File: src/rtl/pst_pkg.sv
package pst_pkg;

    localparam int NUM_SLOTS = 8;
    localparam int TIME_W    = 32;
    localparam int IDX_W     = 3;
    localparam int REQ_W     = 3;
    localparam int MASK_W    = 8;

    typedef enum logic [REQ_W-1:0] {
        REQ_TICK     = 3'd0,
        REQ_REGISTER = 3'd1,
        REQ_CLEAR    = 3'd2,
        REQ_SERVICE  = 3'd3,
        REQ_CHECK    = 3'd4
    } req_code_t;

    typedef enum logic [1:0] {
        ST_IDLE,
        ST_RUN,
        ST_HOLD
    } state_t;

    typedef struct packed {
        logic [REQ_W-1:0]  req_type;
        logic [IDX_W-1:0]  slot_index;
        logic [TIME_W-1:0] interval;
        logic [TIME_W-1:0] past_time;
        logic [TIME_W-1:0] wait_time;
    } req_item_t;

    typedef struct packed {
        logic [TIME_W-1:0] now_ticks;
        logic [MASK_W-1:0] pending_mask;
        logic [MASK_W-1:0] serviced_mask;
        logic              any_serviced;
        logic              elapsed;
    } rsp_item_t;

    // Command token that travels down the row of slot cells
    typedef struct packed {
        logic              vld;
        req_code_t         req;
        logic              live;
        logic [IDX_W-1:0]  sel;
        logic [TIME_W-1:0] now;
        logic [TIME_W-1:0] interval;
    } token_t;

endpackage

File: src/rtl/periodic_slot_timer_top.sv
// An accepted item is registered as a launch token that passes through the register
// of every slot cell in order before the result register captures it; the command
// token walks the row of slot cells one cell per cycle, and a new item is taken only
// once the previous result has been delivered.
// Reset: rst_n is asynchronous, active low; tick counter, every slot and the handshake
// state clear to zero.
module periodic_slot_timer_top (
    input  logic               clk,
    input  logic               rst_n,
    input  logic               req_valid,
    output logic               req_stall,
    input  pst_pkg::req_item_t req_item,
    output logic               rsp_valid,
    input  logic               rsp_stall,
    output pst_pkg::rsp_item_t rsp_item
);
    import pst_pkg::*;

    // Handshake sequencer: idle, token in flight, result waiting
    state_t            state_reg, state_next;
    logic              launch;

    // Global tick counter, kept here and handed to the cells in the token
    logic [TIME_W-1:0] tick_count_reg, tick_count_next;

    // Check elapsed needs no slot state, so settle it at acceptance
    logic              elapsed_reg, elapsed_next;

    token_t            launch_tok_reg, launch_tok_next;
    token_t            chain [NUM_SLOTS+1];
    logic [NUM_SLOTS-1:0] pend_vec;
    logic [NUM_SLOTS-1:0] serv_vec;
    logic [MASK_W-1:0] vis_pend;
    logic [MASK_W-1:0] vis_serv;
    rsp_item_t         rsp_reg, rsp_next;

    // Next state
    always_comb
    begin
        state_next = state_reg;
        unique case (state_reg)
            ST_IDLE:
            begin
                if (req_valid)
                begin
                    state_next = ST_RUN;
                end
            end
            ST_RUN:
            begin
                if (chain[NUM_SLOTS].vld)
                begin
                    state_next = ST_HOLD;
                end
            end
            ST_HOLD:
            begin
                if (!rsp_stall)
                begin
                    state_next = ST_IDLE;
                end
            end
            default:
            begin
                state_next = ST_IDLE;
            end
        endcase
    end

    // Handshake outputs
    always_comb
    begin
        req_stall = 1'b1;
        rsp_valid = 1'b0;
        launch    = 1'b0;
        unique case (state_reg)
            ST_IDLE:
            begin
                req_stall = 1'b0;
                launch    = req_valid;
            end
            ST_RUN:
            begin
            end
            ST_HOLD:
            begin
                rsp_valid = 1'b1;
            end
            default:
            begin
            end
        endcase
    end

    // Accept: advance the counter on a tick, build the token, evaluate check elapsed
    always_comb
    begin
        tick_count_next = tick_count_reg;
        elapsed_next    = elapsed_reg;
        launch_tok_next = '0;
        if (launch)
        begin
            if (req_code_t'(req_item.req_type) == REQ_TICK)
            begin
                tick_count_next = tick_count_reg + TIME_W'(1);
            end
            elapsed_next = (req_code_t'(req_item.req_type) == REQ_CHECK) &&
                           ((tick_count_reg - req_item.past_time) > req_item.wait_time);
            launch_tok_next.vld      = 1'b1;
            launch_tok_next.req      = req_code_t'(req_item.req_type);
            launch_tok_next.live     = 1'b1;
            launch_tok_next.sel      = req_item.slot_index;
            launch_tok_next.now      = tick_count_next;
            launch_tok_next.interval = req_item.interval;
        end
    end

    assign chain[0] = launch_tok_reg;

    // Row of slot cells; each hands the token on to the next
    for (genvar g = 0; g < NUM_SLOTS; g++)
    begin : g_cell
        pst_cell u_cell (
            .clk     (clk),
            .rst_n   (rst_n),
            .tok_in  (chain[g]),
            .tok_out (chain[g+1]),
            .pending (pend_vec[g]),
            .served  (serv_vec[g])
        );
    end

    // Only the first MASK_W slots show in the masks
    for (genvar m = 0; m < MASK_W; m++)
    begin : g_mask
        if (m < NUM_SLOTS)
        begin : g_vis
            assign vis_pend[m] = pend_vec[m];
            assign vis_serv[m] = serv_vec[m];
        end
        else
        begin : g_off
            assign vis_pend[m] = 1'b0;
            assign vis_serv[m] = 1'b0;
        end
    end

    // Capture the result once the token leaves the last cell; every cell has settled by then
    always_comb
    begin
        rsp_next = rsp_reg;
        if (chain[NUM_SLOTS].vld)
        begin
            rsp_next.now_ticks     = tick_count_reg;
            rsp_next.pending_mask  = vis_pend;
            rsp_next.serviced_mask = vis_serv;
            rsp_next.any_serviced  = |serv_vec;
            rsp_next.elapsed       = elapsed_reg;
        end
    end

    always_ff @(posedge clk or negedge rst_n)
    begin
        if (!rst_n)
        begin
            state_reg      <= ST_IDLE;
            tick_count_reg <= '0;
            elapsed_reg    <= 1'b0;
            launch_tok_reg <= '0;
            rsp_reg        <= '0;
        end
        else
        begin
            state_reg      <= state_next;
            tick_count_reg <= tick_count_next;
            elapsed_reg    <= elapsed_next;
            launch_tok_reg <= launch_tok_next;
            rsp_reg        <= rsp_next;
        end
    end

    assign rsp_item = rsp_reg;

endmodule

File: src/rtl/pst_cell.sv
module pst_cell (
    input  logic            clk,
    input  logic            rst_n,
    input  pst_pkg::token_t tok_in,
    output pst_pkg::token_t tok_out,
    output logic            pending,
    output logic            served
);
    import pst_pkg::*;

    logic              active_reg, active_next;
    logic              pending_reg, pending_next;
    logic              served_reg, served_next;
    logic [TIME_W-1:0] period_reg, period_next;
    logic [TIME_W-1:0] last_run_reg, last_run_next;
    token_t            tok_reg, tok_next;
    logic              hit;
    logic [TIME_W-1:0] since_run;

    always_comb
    begin
        active_next   = active_reg;
        pending_next  = pending_reg;
        served_next   = served_reg;
        period_next   = period_reg;
        last_run_next = last_run_reg;
        since_run     = tok_in.now - last_run_reg;
        hit           = tok_in.vld && tok_in.live && (tok_in.sel == '0);
        tok_next      = tok_in;
        tok_next.sel  = tok_in.sel - IDX_W'(1);
        if (hit)
        begin
            tok_next.live = 1'b0;
        end
        if (tok_in.vld)
        begin
            served_next = 1'b0;
            unique case (tok_in.req)
                REQ_TICK:
                begin
                    if (active_reg && (since_run >= period_reg))
                    begin
                        pending_next = 1'b1;
                    end
                end
                REQ_REGISTER:
                begin
                    if (hit)
                    begin
                        active_next   = 1'b1;
                        period_next   = tok_in.interval;
                        last_run_next = tok_in.now;
                    end
                end
                REQ_CLEAR:
                begin
                    if (hit)
                    begin
                        active_next = 1'b0;
                        period_next = '0;
                    end
                end
                REQ_SERVICE:
                begin
                    if (active_reg && pending_reg)
                    begin
                        served_next   = 1'b1;
                        pending_next  = 1'b0;
                        last_run_next = tok_in.now;
                    end
                end
                default:
                begin
                    // check and unused codes leave the slot alone but for clearing its served flag
                end
            endcase
        end
    end

    always_ff @(posedge clk or negedge rst_n)
    begin
        if (!rst_n)
        begin
            active_reg   <= 1'b0;
            pending_reg  <= 1'b0;
            served_reg   <= 1'b0;
            period_reg   <= '0;
            last_run_reg <= '0;
            tok_reg      <= '0;
        end
        else
        begin
            active_reg   <= active_next;
            pending_reg  <= pending_next;
            served_reg   <= served_next;
            period_reg   <= period_next;
            last_run_reg <= last_run_next;
            tok_reg      <= tok_next;
        end
    end

    assign tok_out = tok_reg;
    assign pending = pending_reg;
    assign served  = served_reg;

endmodule

File: config.mk
export PLATFORM = sky130hd
export DESIGN_NAME = periodic_slot_timer_top
export DESIGN_NICKNAME = d
export VERILOG_FILES = /design/src/rtl/pst_pkg.sv /design/src/rtl/periodic_slot_timer_top.sv /design/src/rtl/pst_cell.sv
export SDC_FILE = /design/constraint.sdc
export NUM_CORES = 2
export LEC_CHECK = 0
export BUFFER_PORTS_ARGS = -buffer_cell sky130_fd_sc_hd__buf_2
export CAP_MARGIN = 30
export CORE_UTILIZATION = 60
export CTS_CLUSTER_SIZE = 40
export DETAILED_ROUTE_END_ITERATION = 10
export GPL_ROUTABILITY_DRIVEN = 0
export PLACE_DENSITY = 0.73
export SLEW_MARGIN = 20
export SYNTH_ARGS = -nofsm -noshare
export SYNTH_HDL_FRONTEND = slang
export SYNTH_SLANG_ARGS = --single-unit
export TNS_END_PERCENT = 10
File: constraint.sdc
create_clock -name clk -period 5 [get_ports clk]
set_input_delay 1 -clock clk [delete_from_list [all_inputs] [get_ports clk]]
set_output_delay 1 -clock clk [all_outputs]
set_load 0.01 [all_outputs]
# Word level (Yosys, flattened, before mapping)
# Cells that the tools add are included.
# totals
output_inout_bits	52
regBits	1198
# op_classes
magnitude_cmp	9
add_sub_neg	17
reduce_logical	101
n_mux	128
n_eq_ne	62
# ops
op	n
32-bit two-way mux	33
32-bit case mux with 2 select lines	16
32-bit subtractor	9
32-bit greater-or-equal comparator	8
4-bit AND reduction	24
72-bit two-way mux	1
2-bit by 1-bit != test with 1-bit output (second input constant)	33
1-bit two-way mux	58
3-bit zero test	17
3-bit by 2-bit equality test with 1-bit output (second input constant)	16
2-bit nonzero test	24
1-bit logical AND	33
32-bit by 1-bit adder with 32-bit output (second input constant)	1
32-bit greater-than comparator	1
1-bit case mux with 2 select lines	16
3-bit by 1-bit equality test with 1-bit output (second input constant)	8
3-bit by 1-bit subtractor with 3-bit output (second input constant)	7
8-bit OR reduction	1
2-bit two-way mux	3
2-bit case mux with 3 select lines	1
2-bit != test (second input constant)	2
3-bit equality test (second input constant)	1
3-bit AND reduction	1
2-bit by 1-bit equality test with 1-bit output (second input constant)	1
2 further kinds	2

# Depth between registers and ports, before layout
# logic_depth
word_depth	5
depth_mapped	23

# Hierarchy
# Synthesis repeated with hierarchy kept, for this count alone.
# hier_totals
hier_cells	6066
area_unflattened_um2	63976.4
# modules_own_cells
module	area_each_um2	n_inst	cells_per_inst	seq_area_each_um2
pst_cell (g_cell[2].u_cell ...)	6964.2	4	651	3478.3
pst_cell (g_cell[0].u_cell ...)	6930.4	2	653	3478.3
pst_cell (g_cell[6].u_cell ...)	6837.8	2	651	3478.3
periodic_slot_timer_top	8583.2	1	854	3903.7

# Least setup slack after synthesis
# OpenSTA, ideal clock, no wires.
# synth_path
path_kind	input port to flip-flop
from	input req_item[32] (netlist name)
to	register elapsed_reg
path_stages	19
setup_time_ns	0.121
arrival_time_ns	4.601
n_path_buf	0
path_slack_ns	0.278
path_cell_list	ha_1 > inv_1 > fa_1 > a211oi_1 > o21ai_1 > nand4_1 > a21oi_1 > a211o_1 > a21oi_2 > o31ai_1 > a21oi_1 > xnor2_1 > ha_1 > nand4_1 > nor2_1 > nand4_1 > or3_1 > o311a_1 > a22o_1
# synth_between
elab_chain_cells	3
# synth_rtl
element	line	text
start, declared	periodic_slot_timer_top.sv:12	input pst_pkg::req_item_t req_item,
32-bit subtractor	periodic_slot_timer_top.sv:108	((tick_count_reg - req_item.past_time) > req_item.wait_time);
32-bit greater-than comparator	periodic_slot_timer_top.sv:108	
1-bit logical AND	periodic_slot_timer_top.sv:107	elapsed_next = (req_code_t'(req_item.req_type) == REQ_CHECK) &&
end signal, assigned	periodic_slot_timer_top.sv:176	elapsed_reg <= elapsed_next;
end, declared	periodic_slot_timer_top.sv:27	logic elapsed_reg, elapsed_next;
# Every way passes these cells.
# A chain may end at the register's enable or synchronous reset.

# Worst setup path in the final report
# layout_path
from	register g_cell[6].u_cell.tok_reg, in the netlist g_cell[6].u_cell.tok_out[32]
to	register g_cell[7].u_cell.pending_reg
# layout_between
elab_chain_cells	5
# layout_rtl
element	line	text
start, declared	pst_cell.sv:16	token_t tok_reg, tok_next;
start signal, assigned	pst_cell.sv:98	tok_reg <= tok_next;
32-bit subtractor	pst_cell.sv:27	since_run = tok_in.now - last_run_reg;
32-bit greater-or-equal comparator	pst_cell.sv:41	if (active_reg && (since_run >= period_reg))
1-bit logical AND	pst_cell.sv:41	
2-bit by 1-bit != test with 1-bit output (no source line)	--	
4-bit AND reduction (no source line)	--	
end signal, assigned	pst_cell.sv:94	pending_reg <= pending_next;
end, declared	pst_cell.sv:12	logic pending_reg, pending_next;
# Every way passes these cells.

==> out/metrics.csv <==
metric,value,unit
run status,"complete, no violations",
die height,320,um
area added between synthesis and finish,11.5,%
Worst setup EP type,register,
core region area,100000,um^2
gr usage total,25.0,%
number of buffers inserted for hold repair after clock tree synthesis,0,
Horiz. Die Dim,320,um
root buf cell,sky130_fd_sc_hd__clkbuf_16,
setup violators final,0,
DRC marker count from the first detailed-route iteration,2061,
cells traversed along the worst timing path,inv_1 > ha_1 > inv_1 > fa_1 > a211oi_1 > o21ai_1 > a21oi_1 > nor2_1 > nor2_1 > o21bai_1 > a21oi_1 > xnor2_1 > ha_1 > a21oi_1 > nor2b_1 > a2111oi_1 > nor4_1 > buf_4 > o21ai_0 > a31oi_1,
Gate Count Post-Synth,5658,
beginning of the critical path,g_cell[6].u_cell.tok_out[32],
number of port buffers,157,
number of H-tree levels,3,
relative slew slack,41.8,%
Final Instance Area,67700,um^2
die footprint,102000,um^2
tightest hold margin,290,ps
first-pass GRT wire length,209000,um
setup tns final,0,ps
share of post-route cells with drive strength above 1,11.9,%
TritonCTS clock tree,built,
slew at the pin closest to its max-slew limit,871,ps
remaining design rule violation count,0,
CTS clock-pin slew for the worst setup and hold paths,60,ps
flip-flop count of the largest register after layout,505,
final count of pins violating max slew,0,
standard-cell row count,116,
Buffers & Inverters on Critical Path,3,
maximum achievable frequency,210,MHz
leakage dissipation,34.6,nW
average wire length per cell after detail routing,17.1,um
count of max-cap constraint violations,0,
Hold/Removal Path Class,in2async,
commonest register cell after synthesis,sky130_fd_sc_hd__dfrtp_1,
post-layout total power,22.2,mW
via count,41600,
"leading cell type in the layout, fill and taps excluded",sky130_fd_sc_hd__dfrtp_1,
via count of the first global-routing pass,42200,
sequential fraction of design power,47.3,%
share of total power in the clock network,41.8,%
average size of a mapped cell,10.7,um^2
share of the core filled with cells in the final layout,67.6,%
initial cell density of the core,60.6,%
area post-placement,63500,um^2
iteration count of the initial detailed-routing pass,5,
Inserted Clock Buffers,119,
Internal Pwr Total,16.7,mW
share of the yosys chip area belonging to registers,49.3,%
Crit path largest cell delay,710,ps
largest net degree at the start of global routing,137,
sum of routed wire length over all layers,125000,um
overflow left after global routing,0,
fill cell count,7550,
Top-Level Pins,158,
critical path type,reg2reg,
Worst path most repeated cell,sky130_fd_sc_hd__a21oi_1,
critical path's top delay family,compound AO/OA/AOI/OAI gates,
worst-skew pair later-pin latency,700,ps
number of flip-flops and latches in the synthesized netlist,1197,
remaining antenna violation count after routing,0,
"Net count, final",6592,
mean number of vias per cell,5.70,
number of synthesis warnings,0,
WP data required,5540,ps
number of flops mapped to enable cells by yosys,0,
unrepaired setup endpoints after global routing,no,
largest clock skew in the final design,16.8,ps
"Distinct cells, synth",102,
"FFs w/ async S/R, synth",100,%
detailed placer's ending HPWL,94000,um
number of antenna violations at the first check in global routing,5,
kind of start point of the critical path,register,
source of the worst register-to-register timing path,g_cell[6].u_cell.tok_out[32],
most used cells in the layout excluding fill and tap cells,"sky130_fd_sc_hd__dfrtp_1, sky130_fd_sc_hd__inv_1, sky130_fd_sc_hd__ha_1",
Switching Share,24.6,%
Max VDD drop,315,uV
clock sinks,1197,
total standard cell area after synthesis,60700,um^2
count of inserted antenna diode cells,0,
share of total power in combinational logic,10.8,%
cell area power density,328,nW/um^2
final hold violation count,0,
post-synthesis net count,6355,
switching power total,5.45,mW
Worst EP arrival,5300,ps
crit path max fanout,3,
minimum clock period,4760,ps
period utilisation layout,95.1,%
library cell contributing the largest single delay on the critical path,sky130_fd_sc_hd__a2111oi_1,
Longest Clk Path Bufs,3,
cell type report:
type	count	area (um^2)	area share [%]
multi-input cells	3636	27700	40.9
clock inverters	61	783	1.16
flip-flops and latches	1197	30000	44.2
well taps	1298	1620	2.40
clock buffers	160	3380	5.00
repair buffers	261	1710	2.53
inverters	680	2550	3.77
synth_stat cells (all sizes together), types with 17 or more instances:
master	count	share of area, %
o21bai	45	0.56
or3	22	0.23
and2	21	0.22
nand2	306	1.9
xor2	136	2.0
a31oi	27	0.30
inv	680	4.2
nand3	74	0.61
o21ai	327	2.7
nor2b	90	0.93
o21a	50	0.62
nor2	218	1.4
nor3	61	0.52
o211ai	21	0.27
nand2b	55	0.57
a21oi	340	2.8
a21o	216	2.7
nand4	98	1.0
clkbuf	133	0.84
a221oi	17	0.26
xnor2	174	2.5
a22o	258	3.7
dfrtp	1197	49
a211oi	29	0.40
ha	582	12
and3	79	0.82
mux2	184	3.4
cell families (layout without fill, tap and decap cells):
logic type      after synthesis  in the layout  synth area share (%)
compound gates             1453           1453                  16.2
mux                         194            194                  3.58
xor+xnor                    310            310                  4.47
buf+inv                     825           1162                  5.19
simple gates               1088           1088                  8.99
fa+ha+maj                   591            591                  12.3
flops                      1197           1197                  49.3
power by group through the flow:
stage               clock [mW]  combinational (mW)  sequential [mW]
floorplan                    0                1.43             10.5
global placement             0                2.37             10.7
detailed placement           0                2.42             10.7
CTS                       9.50                2.44             10.5
global route              9.90                2.68             10.6
finish                    9.29                2.41             10.5
stage by stage:
stage	setup slack [ps]	instances
after floorplan	278	5658
after global routing	31.6	7293
after global placement	-216	7071
final	244	7293
after CTS	115	7292
after detailed placement	-325	7071
worst paths after layout:
kind | to | slack (ps) | depth (start not counted)
max | g_cell[7].u_cell.pending | 240 | 20
min | g_cell[7].u_cell.last_run_reg[1] | 290 | 1
max reg2reg | g_cell[7].u_cell.pending | 240 | 20
min reg2reg | g_cell[6].u_cell.tok_out[6] | 370 | 0
max in group asynchronous | chain[640] | 3540 | 2
min in group clk | g_cell[6].u_cell.tok_out[6] | 370 | 0
metal layers:
layer  up-vias  global-route usage (%)  part of all wire (%)
met1     20200                    30.8                    43
met2       816                    44.5                    50
met4         8                    10.0                   4.1
met3       306                    3.23                   3.4
li1      20300                       -                     -
met5         -                       0                 0.032
timing repair:
action	in CTS	in global routing
resized for setup	0	1
setup endpoints to repair	0	1
setup buffers	0	0
Note: power is estimated with default switching activity, not from simulation.
